--- config.mk ---
export PLATFORM = sky130hd
export DESIGN_NAME = fpa_queue
export DESIGN_NICKNAME = d
export VERILOG_FILES = /design/src/hdl/fpa_pkg.sv /design/src/hdl/fpa_queue.sv
export SDC_FILE = /design/constraint.sdc
export NUM_CORES = 1
export LEC_CHECK = 0
export ABC_AREA = 1
export BUFFER_PORTS_ARGS = -buffer_cell sky130_fd_sc_hd__buf_2
export CAP_MARGIN = 30
export CORE_ASPECT_RATIO = 1.1
export CORE_MARGIN = 2
export CORE_UTILIZATION = 40
export DETAILED_ROUTE_END_ITERATION = 8
export SYNTH_ARGS = -nofsm -noshare
export SYNTH_HDL_FRONTEND = slang
export SYNTH_SLANG_ARGS = --single-unit
--- constraint.sdc ---
create_clock -name clk -period 5.2 [get_ports clk]
set_input_delay 0.52 -clock clk [delete_from_list [all_inputs] [get_ports clk]]
set_output_delay 0.52 -clock clk [all_outputs]
set_load 0.01 [all_outputs]
--- src/hdl/fpa_pkg.sv ---
// fpa_pkg: opcodes, widths and shared types for the fixed-point ALU.
// No dependencies; imported by every module under hdl.
`timescale 1ns / 1ps
package fpa_pkg;
	localparam int DATA_W        = 32;
	localparam int FRAC_BITS_DEF = 8;
	localparam int QUEUE_DEPTH   = 4;

	typedef enum logic [3:0] {
		OP_ADD = 4'd0, OP_SUB = 4'd1, OP_MUL = 4'd2, OP_DIV = 4'd3,
		OP_GT = 4'd4, OP_LT = 4'd5, OP_GE = 4'd6, OP_LE = 4'd7,
		OP_EQ = 4'd8, OP_NE = 4'd9, OP_MIN = 4'd10, OP_MAX = 4'd11,
		OP_INC = 4'd12, OP_DEC = 4'd13, OP_TOINT = 4'd14, OP_FROMINT = 4'd15
	} op_t;

	// Classified item handed from front to back.
	typedef struct packed {
		logic              is_mul;
		logic              is_div;
		logic              dz;
		logic              neg;
		logic [DATA_W-1:0] mag_a;
		logic [DATA_W-1:0] mag_b;
		logic [DATA_W-1:0] simple;
		logic              cmp;
	} item_t;
endpackage

--- src/hdl/fpa_queue.sv ---
// fpa_queue: small FIFO that decouples front from back.
// Depends on fpa_pkg.
`timescale 1ns / 1ps
module fpa_queue
	import fpa_pkg::*;
#(
	parameter int DEPTH = QUEUE_DEPTH
) (
	input  logic  clk,
	input  logic  arst_n,
	input  logic  in_valid,
	output logic  in_ready,
	input  item_t in_item,
	output logic  out_valid,
	input  logic  out_ready,
	output item_t out_item
);
	localparam int AW = (DEPTH > 1) ? $clog2(DEPTH) : 1;
	item_t         mem [DEPTH];
	logic [AW-1:0] wr_q, rd_q;
	logic [AW:0]   cnt_q;
	logic          push, pop;

	assign in_ready  = cnt_q != (AW+1)'(DEPTH);
	assign out_valid = cnt_q != '0;
	assign out_item  = mem[rd_q];
	assign push      = in_valid && in_ready;
	assign pop       = out_valid && out_ready;

	always_ff @(posedge clk or negedge arst_n) begin
		if (!arst_n) begin
			wr_q  <= '0;
			rd_q  <= '0;
			cnt_q <= '0;
		end else begin
			if (push) wr_q <= (wr_q == AW'(DEPTH-1)) ? '0 : wr_q + AW'(1);
			if (pop)  rd_q <= (rd_q == AW'(DEPTH-1)) ? '0 : rd_q + AW'(1);
			cnt_q <= cnt_q + (AW+1)'(push) - (AW+1)'(pop);
		end
	end

	always_ff @(posedge clk) begin
		if (push) begin
			mem[wr_q] <= in_item;
		end
	end
endmodule

==> out/qor.txt, run 1 <==
Synth Area per Inst = 13.4 um2
worst vdd ir = 0.353 mV
1st-pass router iterations = 5
DIE AREA = 43000 um2
Switching Share = 34.6%
final hold vios = 0
Detailed Route Iter0 Violations = 485
Final Total Pwr = 11.0 mW
Max Cap Viol = 0
area of the core = 41000 um2
Overflow after GRT = 0
Syn. warnings = 0
Clk pwr share = 26.4%
Clock Latency Late Sink = 0.57 ns
Seq pwr share = 41.5%
critical path class = register to output port
setup violators final = 0
fill count = 3635
Yosys cell types = 14
post-layout instance area = 19300 um2
DP Worst Slack = 2.35 ns
Placed Area = 17900 um2
Net Switching = 3.80 mW
crit path DAT = 2.81 ns
Via density = 4.83
Combinational Power Share = 32.0%
row count = 78
top cells by area, synth = edfxtp_1, o211ai_1, nand2_1, inv_1, buf_6
post-CTS setup buffer count = 0
top cell type's share of synthesized area = 73.4%
post-layout worst setup margin = 1.87 ns
CTS buffer count = 45
GPL Wtd Cong = 0.726
Worst Path Max Fanout = 51
slew at the pin with the worst max-slew slack = 0.860 ns
drt wl/cell = 17.4 um
Seq/Total Area, Yosys = 74.5%
max-slew violation count = 0
number of global-route vias before repair = 9532
Total Negative Setup Slacks = 0 ns
IO Pins = 208
Max Root-Sink Buffers = 3
pin count of the biggest net entering global routing = 147
endpoint type of the worst setup path = output port
Mapped Cells = 1236
gr usage total = 16.2%
worst min path class = primary input to register
final WL = 34.7 mm
Routed Antenna Nets = 0
leakage power figure = 7.59 nW
Residual DRC = 0
Layout Nets = 1553
pwr/cell area = 569 nW/um2
WP data required = 4.68 ns
P_int = 7.18 mW
Die Y = 217 um
TritonCTS clock tree = done
Detail Placement HPWL = 20.1 mm
port bufs = 207
die width = 198 um
Sink Count = 411
syn nets = 1349
register bit count reported by yosys = 411
worst relative slew slack = 42.7%
Setup crit start kind = register
minimum clock period = 3.33 ns
first-pass GRT wire length = 53.0 mm
clk slew on worst S/H paths = 0.06 ns
Yosys top cell by area = edfxtp_1
htree depth = 2
share of cells above drive strength 1 = 19.6%
Area growth syn-to-layout = 16.6%
Clock Skew = 0.0264 ns
root buffer cell = clkbuf_16
outcome = complete, no violations
Peak Freq = 0.300 GHz
Initial Utilization = 40.3%
via count = 9631
fin crit share = 64.1%
setup repair after global routing missed its margin = no
initial antenna violation count = 6
Synth Cell Area = 16500 um2
-- cells by family after synthesis --
group,after synthesis,synth area share [%]
AND/OR/NAND/NOR,332,7.58
buffers and inverters,283,8.14
AO/OA/AOI/OAI,202,9.17
adder cells (fa/ha/maj),8,0.651
flip-flops,411,74.5
-- layout make-up --
cell class / instances / area [um2] / share of cell area (%)
inverter: 216 / 813 / 4.22
clock buffer: 50 / 1140 / 5.94
timing repair buffer: 224 / 1240 / 6.45
clock inverter: 28 / 191 / 0.993
multi-input combinational: 542 / 2910 / 15.1
antenna: 4 / 10.0 / 0.0519
tap: 520 / 651 / 3.38
sequential: 411 / 12300 / 63.9
-- registers in the layout, summed over array words and instances (netlist names) --
name	cells
wr_q	2
rd_q	2
cnt_q	3
mem	404
-- cells in the final DEF, fill, tap and decap left out, drive strengths merged --
cell,instances
ha,7
nor2,7
clkinvlp,3
nand3,5
dfrtp,7
bufinv,2
clkinv,21
clkbuf,50
edfxtp,404
buf,223
inv,218
diode,4
dlygate4sd3,1
o211ai,202
fa,1
nand2,320
-- cells in the mapped netlist --
cell type and n:
buf_2 29, buf_4 4, buf_6 31, clkbuf_1 3, dfrtp_1 7, edfxtp_1 404
fa_1 1, ha_1 7, inv_1 215, inv_2 1, nand2_1 320, nand3_1 5
nor2_1 7, o211ai_1 202
-- power groups by stage --
stage	logic [mW]	registers, mW	clock network, mW
floorplan	2.46	4.63	0
global placement	3.45	4.72	0
detailed placement	3.49	4.73	0
CTS	3.50	4.67	2.99
global route	3.94	4.61	3.11
finish	3.52	4.56	2.90
-- per-stage QoR --
stage | hold slack (ns) | cells | util, %
CTS | 0.128 | 1989 | 46.9
global route | 0.146 | 1993 | 47.0
finish | 0.166 | 1995 | 47.0
detailed placement | 0.374 | 1910 | 43.6
global placement | 0.370 | 1910 | 43.6
floorplan | 0.224 | 1236 | -
-- what timing repair did --
action | in CTS | in global routing
resized for setup | 0 | 0
hold endpoints to repair | 7 | 0
hold buffers | 1 | 0
-- per-layer routing --
layer  up-vias  GRT usage [%]  share of wire, %
li1       4706              -                 -
met1      4635           19.8                42
met2       226           28.1                51
met3        60           3.67               5.3
met4         4           6.07               2.4
met5         -              0             0.089
-- worst max-delay path, cell delays in order, from the launching register on --
cell	delay, ns
dfrtp_4	0.70
inv_4	0.61
buf_4	0.47
o211ai_1	0.15
nand2_1	0.14
buf_2	0.15
-- path summary, 6_finish.rpt --
check	start	to	slack, ns	cells after the start
setup / recovery	rd_q[1]$_DFFE_PN0P_	out_item[100]	1.87	5
hold / removal	in_item[71]	mem[0][71]$_DFFE_PP_	0.17	1
setup reg to reg	cnt_q[1]$_DFF_PN0_	mem[2][67]$_DFFE_PP_	2.51	5
hold reg to reg	cnt_q[0]$_DFF_PN0_	cnt_q[0]$_DFF_PN0_	0.51	1
max in group asynchronous	arst_n	rd_q[1]$_DFFE_PN0P_	4.67	2
min in group asynchronous	arst_n	cnt_q[1]$_DFF_PN0_	0.33	2
Note: power is estimated with default switching activity, not from simulation.
==> inputs of run 2 (changes only) <==
==> constraint.sdc (replaced) <==
create_clock -name clk -period 3.35 [get_ports clk]
set_input_delay 0.335 -clock clk [delete_from_list [all_inputs] [get_ports clk]]
set_output_delay 0.335 -clock clk [all_outputs]
set_load 0.01 [all_outputs]
==> out/qor.txt, run 2 (synthesis results as in run 1) <==
clk slew on worst S/H paths = 0.06 ns (about the same)
row count = 78 (unchanged)
Crit path top cell by count = nand2_1
first-pass GRT wire length = 52.1 mm (-1.8%)
Clock Skew = 0.00589 ns (-0.0206 ns)
fill count = 3560 (-2.1%)
max-slew violation count = 0 (unchanged)
post-layout worst setup margin = 0.778 ns (-1.09 ns)
Area growth syn-to-layout = 21.5%
initial antenna violation count = 2 (-4)
1st-pass router iterations = 4 (-1)
Setup crit start kind = register
Via density = 4.76 (-1.4%)
WP data required = 3.01 ns (-1.67 ns)
worst vdd ir = 0.601 mV (+70%)
pwr/cell area = 855 nW/um2 (+50%)
Max Cap Viol = 0 (unchanged)
Residual DRC = 0 (unchanged)
CTS resizes = 0 (unchanged)
Worst Path Max Fanout = 143 (+180%)
outcome = complete, no violations
worst hold path cell count = 1 (unchanged)
crit path DAT = 2.24 ns (-0.57 ns)
setup repair after global routing missed its margin = no
commonest non-fill, non-tap cell in the layout = edfxtp_1
Layout Nets = 1626 (+4.7%)
drt wl/cell = 16.2 um (-7.1%)
WP depth = 5 (unchanged)
slew at the pin with the worst max-slew slack = 0.675 ns (-0.185 ns)
die width = 198 um (unchanged)
area of the core = 41000 um2 (unchanged)
GPL Wtd Cong = 0.720 (-0.94%)
Clock Latency Late Sink = 0.53 ns (-0.04 ns)
leakage power figure = 7.92 nW (+4.3%)
most frequent cells in the layout = edfxtp_1, nand2_1, inv_1
Crit-path slowest cell = dfrtp_4
Biggest register = mem
Max Root-Sink Buffers = 3 (unchanged)
pin count of the biggest net entering global routing = 144 (-2.0%)
gr usage total = 15.6% (-0.61 points)
htree depth = 2 (unchanged)
DP Worst Slack = 1.08 ns (-1.27 ns)
Detail Placement HPWL = 18.6 mm (-7.5%)
TritonCTS clock tree = done
number of global-route vias before repair = 9767 (+2.5%)
setup violators final = 0 (unchanged)
top flop regs = mem (404), cnt_q (3)
Detailed Route Iter0 Violations = 576 (+19%)
worst min path class = primary input to register
endpoint type of the worst setup path = output port
Sink Count = 411 (unchanged)
fin crit share = 76.8%
final hold vios = 0 (unchanged)
Routed Antenna Nets = 0 (unchanged)
final WL = 33.3 mm (-4.1%)
Die Y = 217 um (unchanged)
Top Family by Delay on Critical Path = flip-flops
port bufs = 207 (unchanged)
worst relative slew slack = 55.0% (+12 points)
Initial Utilization = 40.3% (unchanged)
critical path class = register to output port
root buffer cell = clkbuf_16
via count = 9802 (+1.8%)
share of cells above drive strength 1 = 18.5% (-1.2 points)
critical path cell sequence = buf_12 -> nand2_1 -> o211ai_1 -> nand2_1 -> buf_2
crit path buf inv count = 2 (-1)
max FFs per register = 404 (unchanged)
cells on worst reg2reg path = 9 (+4)
minimum clock period = 2.57 ns
CTS buffer count = 43 (-4.4%)
CP peak stage delay = 0.64 ns (-0.06 ns)
Overflow after GRT = 0 (unchanged)
IO Pins = 208 (unchanged)
DIE AREA = 43000 um2 (unchanged)
Peak Freq = 0.389 GHz
fin util = 49.0% (+2.0 points)
## run 2: final cells by class
| type | instances | area [um2] | share of cell area (%) |
|---|---|---|---|
| clock inverters | 12 | 161 | 0.803 |
| flip-flops and latches | 411 | 12300 | 61.3 |
| multi-input cells | 542 | 2910 | 14.5 |
| repair buffers | 299 | 2060 | 10.3 |
| diodes | 1 | 2.50 | 0.0125 |
| inverters | 216 | 813 | 4.05 |
| well taps | 520 | 651 | 3.24 |
| clock buffers | 58 | 1170 | 5.85 |
## run 2: final timing paths
| kind | from | end | slack [ns] |
|---|---|---|---|
| setup / recovery | rd_q[0]$_DFFE_PN0P_ | out_item[73] | 0.78 |
| hold / removal | in_item[31] | mem[0][31]$_DFFE_PP_ | 0.03 |
| setup reg to reg | cnt_q[1]$_DFF_PN0_ | cnt_q[1]$_DFF_PN0_ | 1.09 |
| hold reg to reg | cnt_q[0]$_DFF_PN0_ | cnt_q[0]$_DFF_PN0_ | 0.51 |
| max in group asynchronous | arst_n | rd_q[0]$_DFFE_PN0P_ | 3.00 |
| min in group asynchronous | arst_n | wr_q[1]$_DFFE_PN0P_ | 0.17 |
## run 2: metal layers
layer  up-vias  track usage (%)  wire length [um]  share of wire (%)
li1       4851                -                 -                  -
met1      4687             19.9             14500                 43
met2       206             27.1             16600                 50
met3        56             2.88              1490                4.5
met4         2             4.59               765                2.3
met5         -                0                 7              0.021
## run 2: report_power, final
| group | switching, mW | total, mW | internal (mW) |
|---|---|---|---|
| clock network | 1.82 | 4.57 | 2.74 |
| logic | 3.68 | 5.59 | 1.91 |
| registers | 0.272 | 7.02 | 6.75 |
## run 2: stage by stage
stage | hold WS [ns] | TNS [ns] | instances | cell area, um2 | power (mW)
after global routing | 0.00359 | 0 | 2059 | 20100 | 18.3
after floorplan | 0.0394 | -223.66 | 1236 | 16500 | 10.9
final | 0.0262 | 0 | 2059 | 20100 | 17.2
after global placement | 0.179 | 0 | 1913 | 18000 | 12.7
after detailed placement | 0.182 | 0 | 1913 | 18000 | 12.8
after CTS | 0.000297 | 0 | 2058 | 20100 | 17.5
## run 2: repair_timing
item                                   CTS  global route
endpoints found under the hold margin  287             0
setup buffers                            0             0
hold buffers                            75             0
